$ cat config.mk
export PLATFORM = sky130hd
export DESIGN_NAME = unsigned_to_digit_string
export DESIGN_NICKNAME = d
export VERILOG_FILES = /design/src/rtl/core/u2ds_pkg.sv /design/src/rtl/core/u2ds_ram.sv /design/src/rtl/core/u2ds_ctrl.sv /design/src/rtl/core/u2ds_dpath.sv /design/src/rtl/core/unsigned_to_digit_string.sv
export SDC_FILE = /design/constraint.sdc
export NUM_CORES = 1
export LEC_CHECK = 0
export CORE_MARGIN = 2
export CORE_UTILIZATION = 25
export CTS_CLUSTER_DIAMETER = 200
export DETAILED_ROUTE_END_ITERATION = 6
export DONT_BUFFER_PORTS = 1
export GPL_TIMING_DRIVEN = 0
export HOLD_SLACK_MARGIN = 0.05
export SYNTH_ARGS = -nofsm -noshare
export SYNTH_HDL_FRONTEND = slang
export SYNTH_HIERARCHICAL = 1
export SYNTH_SLANG_ARGS = --single-unit
$ cat constraint.sdc
create_clock -name clk_i -period 34.4 [get_ports clk_i]
set_input_delay 3.44 -clock clk_i [delete_from_list [all_inputs] [get_ports clk_i]]
set_output_delay 3.44 -clock clk_i [all_outputs]
set_load 0.02 [all_outputs]
$ cat src/rtl/core/u2ds_pkg.sv
package u2ds_pkg;

  // ascii codes and radix limits
  localparam logic [6:0] CHAR_ZERO     = 7'd48;
  localparam logic [6:0] CHAR_UPPER_A  = 7'd65;
  localparam logic [5:0] DECIMAL_LIMIT = 6'd10;
  localparam logic [5:0] RADIX_MIN     = 6'd2;
  localparam logic [5:0] RADIX_MAX     = 6'd36;

  // quotient bits resolved per division cycle
  localparam int STEP_BITS = 8;

  typedef enum logic [2:0] {
    ST_IDLE,
    ST_DIV,
    ST_STORE,
    ST_READ,
    ST_OUT
  } u2ds_state_e;

  typedef struct packed {
    logic load;
    logic div_step;
    logic store;
    logic rd_en;
    logic rd_dec;
  } u2ds_cmd_t;

  typedef struct packed {
    logic div_done;
    logic quot_zero;
    logic rd_first;
  } u2ds_sts_t;

endpackage

$ cat src/rtl/core/u2ds_ram.sv
module u2ds_ram #(
  parameter int WIDTH = 6,
  parameter int DEPTH = 32
) (
  input  logic                     clk_i,
  input  logic                     wr_en_i,
  input  logic [$clog2(DEPTH)-1:0] wr_addr_i,
  input  logic [WIDTH-1:0]         wr_data_i,
  input  logic                     rd_en_i,
  input  logic [$clog2(DEPTH)-1:0] rd_addr_i,
  output logic [WIDTH-1:0]         rd_data_o
);

  logic [WIDTH-1:0] mem_q [DEPTH];
  logic [WIDTH-1:0] rd_data_q;

  always_ff @(posedge clk_i) begin
    if (wr_en_i) begin
      mem_q[wr_addr_i] <= wr_data_i;
    end
    if (rd_en_i) begin
      rd_data_q <= mem_q[rd_addr_i];
    end
  end

  assign rd_data_o = rd_data_q;

endmodule

$ cat src/rtl/core/u2ds_ctrl.sv
module u2ds_ctrl
  import u2ds_pkg::*;
(
  input  logic      clk_i,
  input  logic      rst_ni,
  input  logic      in_valid_i,
  output logic      in_stall_o,
  output logic      out_valid_o,
  input  logic      out_stall_i,
  input  u2ds_sts_t sts_i,
  output u2ds_cmd_t cmd_o
);

  u2ds_state_e state_q, state_d;

  always_ff @(posedge clk_i or negedge rst_ni) begin
    if (!rst_ni) begin
      state_q <= ST_IDLE;
    end else begin
      state_q <= state_d;
    end
  end

  always_comb begin
    state_d     = state_q;
    cmd_o       = '0;
    in_stall_o  = 1'b1;
    out_valid_o = 1'b0;
    unique case (state_q)
      ST_IDLE: begin
        in_stall_o = 1'b0;
        if (in_valid_i) begin
          cmd_o.load = 1'b1;
          state_d    = ST_DIV;
        end
      end
      ST_DIV: begin
        cmd_o.div_step = 1'b1;
        if (sts_i.div_done) begin
          state_d = ST_STORE;
        end
      end
      ST_STORE: begin
        cmd_o.store = 1'b1;
        state_d     = sts_i.quot_zero ? ST_READ : ST_DIV;
      end
      ST_READ: begin
        cmd_o.rd_en = 1'b1;
        state_d     = ST_OUT;
      end
      ST_OUT: begin
        out_valid_o = 1'b1;
        if (!out_stall_i) begin
          if (sts_i.rd_first) begin
            state_d = ST_IDLE;
          end else begin
            cmd_o.rd_dec = 1'b1;
            state_d      = ST_READ;
          end
        end
      end
      default: begin
        state_d = ST_IDLE;
      end
    endcase
  end

endmodule

$ cat src/rtl/core/u2ds_dpath.sv
module u2ds_dpath
  import u2ds_pkg::*;
#(
  parameter int VALUE_BITS = 32
) (
  input  logic                  clk_i,
  input  logic                  rst_ni,
  input  logic [VALUE_BITS-1:0] value_i,
  input  logic [5:0]            radix_i,
  input  u2ds_cmd_t             cmd_i,
  output u2ds_sts_t             sts_o,
  output logic [6:0]            char_code_o,
  output logic [5:0]            digit_total_o,
  output logic                  last_o
);

  localparam int DIV_W  = ((VALUE_BITS + STEP_BITS - 1) / STEP_BITS) * STEP_BITS;
  localparam int NCHUNK = DIV_W / STEP_BITS;
  localparam int CHW    = $clog2(NCHUNK + 1);
  localparam int CW     = $clog2(VALUE_BITS + 1);
  localparam int AW     = $clog2(VALUE_BITS);

  logic [DIV_W-1:0] quot_q, quot_d;
  logic [5:0]       rem_q, rem_d;
  logic [5:0]       radix_q, radix_d;
  logic [CHW-1:0]   chunk_q, chunk_d;
  logic [CW-1:0]    cnt_q, cnt_d;
  logic [AW-1:0]    rd_idx_q, rd_idx_d;

  logic [5:0]           step_rem;
  logic [STEP_BITS-1:0] step_qb;
  logic [5:0]           rd_digit;
  logic [CW+5:0]        cnt_ext;

  // restoring division, STEP_BITS quotient bits per cycle
  always_comb begin
    logic [6:0] t;
    logic [5:0] r;
    r       = rem_q;
    step_qb = '0;
    for (int i = 0; i < STEP_BITS; i++) begin
      t = {r, quot_q[DIV_W-1-i]};
      if (t >= {1'b0, radix_q}) begin
        t                         = t - {1'b0, radix_q};
        step_qb[STEP_BITS-1-i]    = 1'b1;
      end
      r = t[5:0];
    end
    step_rem = r;
  end

  always_comb begin
    quot_d   = quot_q;
    rem_d    = rem_q;
    radix_d  = radix_q;
    chunk_d  = chunk_q;
    cnt_d    = cnt_q;
    rd_idx_d = rd_idx_q;
    if (cmd_i.load) begin
      quot_d  = DIV_W'(value_i);
      rem_d   = '0;
      chunk_d = '0;
      cnt_d   = '0;
      if (radix_i < RADIX_MIN) begin
        radix_d = RADIX_MIN;
      end else if (radix_i > RADIX_MAX) begin
        radix_d = RADIX_MAX;
      end else begin
        radix_d = radix_i;
      end
    end
    if (cmd_i.div_step) begin
      quot_d  = (quot_q << STEP_BITS) | DIV_W'(step_qb);
      rem_d   = step_rem;
      chunk_d = chunk_q + CHW'(1);
    end
    if (cmd_i.store) begin
      rem_d    = '0;
      chunk_d  = '0;
      cnt_d    = cnt_q + CW'(1);
      rd_idx_d = cnt_q[AW-1:0];
    end
    if (cmd_i.rd_dec) begin
      rd_idx_d = rd_idx_q - AW'(1);
    end
  end

  always_ff @(posedge clk_i or negedge rst_ni) begin
    if (!rst_ni) begin
      chunk_q  <= '0;
      cnt_q    <= '0;
      rd_idx_q <= '0;
    end else begin
      chunk_q  <= chunk_d;
      cnt_q    <= cnt_d;
      rd_idx_q <= rd_idx_d;
    end
  end

  always_ff @(posedge clk_i) begin
    quot_q  <= quot_d;
    rem_q   <= rem_d;
    radix_q <= radix_d;
  end

  // digits land least significant first, read back in reverse
  u2ds_ram #(
    .WIDTH (6),
    .DEPTH (VALUE_BITS)
  ) u_digit_ram (
    .clk_i     (clk_i),
    .wr_en_i   (cmd_i.store),
    .wr_addr_i (cnt_q[AW-1:0]),
    .wr_data_i (rem_q),
    .rd_en_i   (cmd_i.rd_en),
    .rd_addr_i (rd_idx_q),
    .rd_data_o (rd_digit)
  );

  assign sts_o.div_done  = (chunk_q == CHW'(NCHUNK - 1));
  assign sts_o.quot_zero = (quot_q == '0);
  assign sts_o.rd_first  = (rd_idx_q == '0);

  always_comb begin
    if (rd_digit < DECIMAL_LIMIT) begin
      char_code_o = CHAR_ZERO + {1'b0, rd_digit};
    end else begin
      char_code_o = CHAR_UPPER_A + {1'b0, rd_digit - DECIMAL_LIMIT};
    end
  end

  assign cnt_ext       = {6'd0, cnt_q};
  assign digit_total_o = cnt_ext[5:0];
  assign last_o        = (rd_idx_q == '0);

endmodule

$ cat src/rtl/core/unsigned_to_digit_string.sv
// unsigned binary value to ascii digit string in radix 2..36
// input channel: value_i / radix_i with in_valid_i, in_stall_o. one beat is one
//   number; radix below 2 is taken as 2, above 36 as 36.
// output channel: one beat per digit, most significant first, with char_code_o,
//   digit_total_o (same on every beat of a number) and last_o on the final digit.
// zero gives the single digit '0'.
// one number at a time: in_stall_o stays high from acceptance until the last
//   digit beat is taken.
// sequence: per digit, division steps until every quotient chunk is done, then a
//   store step, all in the shared 8-bit-per-cycle restoring divider; then each
//   output beat is a digit ram read, then present.
// a stalled output beat holds its payload until taken; the divider does not
//   advance while the output stalls.
// reset (async, active low) returns the controller to idle; the digit ram is
//   not cleared and needs no clearing pass.
module unsigned_to_digit_string
  import u2ds_pkg::*;
#(
  parameter int VALUE_BITS = 32
) (
  input  logic                  clk_i,
  input  logic                  rst_ni,
  input  logic                  in_valid_i,
  output logic                  in_stall_o,
  input  logic [VALUE_BITS-1:0] value_i,
  input  logic [5:0]            radix_i,
  output logic                  out_valid_o,
  input  logic                  out_stall_i,
  output logic [6:0]            char_code_o,
  output logic [5:0]            digit_total_o,
  output logic                  last_o
);

  u2ds_cmd_t cmd;
  u2ds_sts_t sts;

  u2ds_ctrl u_ctrl (
    .clk_i       (clk_i),
    .rst_ni      (rst_ni),
    .in_valid_i  (in_valid_i),
    .in_stall_o  (in_stall_o),
    .out_valid_o (out_valid_o),
    .out_stall_i (out_stall_i),
    .sts_i       (sts),
    .cmd_o       (cmd)
  );

  u2ds_dpath #(
    .VALUE_BITS (VALUE_BITS)
  ) u_dpath (
    .clk_i         (clk_i),
    .rst_ni        (rst_ni),
    .value_i       (value_i),
    .radix_i       (radix_i),
    .cmd_i         (cmd),
    .sts_o         (sts),
    .char_code_o   (char_code_o),
    .digit_total_o (digit_total_o),
    .last_o        (last_o)
  );

  // no new number while digits are still going out
  a_stall_while_out: assert property (@(posedge clk_i) disable iff (!rst_ni)
    out_valid_o |-> in_stall_o)
    else $error("input accepted during digit output");

  // the last digit taken ends the string
  a_last_ends: assert property (@(posedge clk_i) disable iff (!rst_ni)
    (out_valid_o && !out_stall_i && last_o) |=> (!out_valid_o && !in_stall_o))
    else $error("output continues after last digit");

  // a non-final digit taken is followed by another digit of the same string
  a_more_digits: assert property (@(posedge clk_i) disable iff (!rst_ni)
    (out_valid_o && !out_stall_i && !last_o) |=> (!out_valid_o ##1 out_valid_o))
    else $error("string ended without last flag");

  // the string always has at least one digit
  a_total_nonzero: assert property (@(posedge clk_i) disable iff (!rst_ni)
    out_valid_o |-> (digit_total_o != 6'd0))
    else $error("zero digit total");

endmodule
==> flow_summary_export.csv <==
group,metric,value,unit
yosys,synth-compound-area-share,7.74,%
critical_path,critical-path-max-stage-delay,870,ps
placement,placed_cell_area,0.0142,mm²
floorplanning,num_io_pins,58,
floorplanning,coreArea,0.0528,mm²
run,maxCapViolCount,0,
grt,grt-ovfl-total,0,
status,status,"finished clean",
cells_and_area,post-route-cell-area,0.0151,mm²
sta,skew,10.6,ps
clock_network,cts_resized,0,
sta,finalSetupTns,0,ps
yosys,syn-instance-count,942,
critical_path,cp.arrival,20570,ps
yosys,muxShareOfSynthArea,15.0,%
sta,fmax,49.8,MHz
clock_network,cts_max_path_buffers,3,
sta,setup_viol,0,
placement,dpl.hpwl,22200,µm
critical_path,start_kind,"flop",
yosys,synth_seq_cells,259,
grt,first_global_vias,8064,
sta,rsz0062_at_grt,"no",
detailed_routing,wl_per_cell,18.9,µm
sta,slew_violations,0,
yosys,synth-adder-area-share,6.60,%
yosys,async_flop_share,6.56,%
grt,grt_pass1_wl,47800,µm
clock_network,post_cts_buffers,0,
floorplanning,rows,84,
sta,worst_slew_pin_slew,1270,ps
critical_path,path_common_cell,"ha_1",
sta,relSlewSlack,15.2,%
detailed_routing,drtIter0Drc,586,
yosys,ys_seq_area_share,57.0,%
clock_network,cts-hold-fix-buffers,0,
yosys,synth_top_family_by_area,"multiplexers",
grt,grt_start_max_net_pins,37,
cells_and_area,mostFrequentLayoutCell,"edfxtp_1",
yosys,synth.distinct_cells,80,
critical_path,critPathMaxFanout,12,
cells_and_area,nets,1078,
clock_network,clk_pin_slew,60,ps
detailed_routing,drcViolationCount,0,
yosys,synthXorXnorAreaFrac,2.29,%
critical_path,critical_path_class,"reg -> reg",
placement,place.gp.congestion,0.807,
clock_network,clkLatencyLatePin,550,ps
detailed_routing,antenna_left,0,
floorplanning,die_area,0.0554,mm²
clock_network,numClockSinks,259,
clock_network,cts_root_buf,"clkbuf_16",
cells_and_area,area_delta_synth_final,12.9,%
cells_and_area,antenna_cells,0,
sta,final.min_clock_period,20080,ps
yosys,synth_ff_type,"edfxtp_1",
placement,port_buffers,0,
yosys,synth-simple-area-share,8.97,%
worst_hold_path,hp-class,"reg -> reg",
critical_path,endpoint_kind,"flop",
clock_network,cts_tree,"yes",
floorplanning,initial_core_util,25.4,%
yosys,postSynthAreaPerCell,14.2,µm²
yosys,syn_area,0.0134,mm²
yosys,syn_nets,1049,
floorplanning,die_w,235,µm
cells_and_area,final_util,28.6,%
clock_network,cts_made_buffers,26,
detailed_routing,drt_wl_total,31700,µm
clock_network,cts_max_level,1,
grt,track_usage,11.1,%
yosys,synth-edff-count,236,
sta,post-route-period-util,58.4,%
detailed_routing,viasPerCell,4.81,
cells_and_area,final_cell_mix,"edfxtp_1, nor2_1, mux4_2",
yosys,ys_warn_count,6,
sta,hold_viol,0,
detailed_routing,vias,8079,
critical_path,cp_data_required_time,34890,ps
detailed_routing,drtPass1Iterations,5,
grt,grt_antenna_before_repair,0,
critical_path,worst_path_max_delay_cell,"o31ai_1",
floorplanning,die_h,235,µm
cells_and_area,drive_above_1_share,17.3,%
## synthesized netlist by cell type, drive strengths merged (3+ instances only)
master	n	area share, %
a211oi	3	0.17
a21boi	4	0.22
a21o	15	0.85
a21oi	36	1.3
a221o	3	0.23
a22o	3	0.20
a31o	3	0.20
and3	4	0.22
buf	10	0.55
clkbuf	17	0.48
dfrtp	17	3.2
dfxtp	6	0.90
edfxtp	236	53
fa	8	1.2
ha	57	5.3
inv	47	1.3
mux2	41	3.4
mux2i	20	1.5
mux4	60	10
nand2	50	1.4
nand2b	13	0.61
nand3	9	0.34
nand3b	7	0.39
nand4	7	0.33
nor2	76	2.1
nor2b	14	0.65
nor3	7	0.30
nor3b	7	0.56
nor4	9	0.42
o211ai	5	0.28
o21a	11	0.67
o21ai	41	1.6
o21bai	3	0.17
o22ai	3	0.14
o31a	4	0.26
o31ai	5	0.28
or2	4	0.19
or3	9	0.47
or3b	3	0.20
or4	3	0.20
xnor2	22	1.4
xor2	13	0.85
## cell type report
cell class                      count  area (µm²)
Clock buffer                       32         673
Clock inverter                     16         155
Buffer                             27         138
Sequential cell                   259        7640
Fill cell                        5357       37700
Timing Repair Buffer                1        27.5
Inverter                           47         176
Tap cell                          688         861
Multi-Input combinational cell    609        5440
## through the flow
stage | cells | setup slack [ps] | hold WS (ps)
after floorplan | 942 | 17770 | 450
after global placement | 1630 | 14350 | 474
after detailed placement | 1630 | 14210 | 471
after CTS | 1678 | 14130 | 485
after global routing | 1679 | 12810 | 553
final | 1679 | 14320 | 486
## final timing paths
kind                               startpoint  slack [ps]                        to  cells after the start
setup / recovery           u_dpath/radix_q[1]       14320          u_dpath/rem_q[3]                     77
hold / removal             u_dpath/chunk_q[2]         490        u_dpath/chunk_q[2]                      2
setup reg to reg           u_dpath/radix_q[1]       14320          u_dpath/rem_q[3]                     77
hold reg to reg            u_dpath/chunk_q[2]         490        u_dpath/chunk_q[2]                      2
max in group asynchronous              rst_ni       31750  u_dpath/digit_total_o[5]                      0
min in group asynchronous              rst_ni        2580       u_dpath/rd_idx_q[0]                      0
## kinds of logic after synthesis
family                     Yosys count
DFF                                259
and+or+nand+nor                    231
AOI/OAI and AO/OA                  156
muxes                              121
buffers and inverters               74
adders and majority gates           66
xor gates and xnor gates            35
## registers in the layout (all words and copies together) (netlist names), 5 cells and up
name and cells:
u_dpath/digit_total_o 6, u_dpath/quot_q 32, u_dpath/radix_q 6, u_dpath/rd_idx_q 5, u_dpath/rem_q 6, u_dpath/u_digit_ram/mem_q 192
u_dpath/u_digit_ram/rd_data_o 6
## worst max-delay path, delay by kind of cell (launching register included)
family | cells | cell delay [ps]
flip-flops | 1 | 590
buffers and inverters | 7 | 1560
AO/OA/AOI/OAI | 41 | 10560
adder cells (fa/ha/maj) | 8 | 2550
multiplexers | 3 | 950
AND/OR/NAND/NOR | 18 | 3790
## per-layer routing
metal  part of all wire (%)  vias up  track usage [%]  routed length, µm
li1                       -     3718                -                  -
met1                     44     4108             14.6              14000
met2                     47      205             18.4              14900
met3                    6.4       48             2.73               2020
met4                    2.2        0             2.61                681
met5                      0        -                0                  0
Power is not shown: default switching activity piles up to over one toggle a cycle in this logic, so the estimate is an artifact.
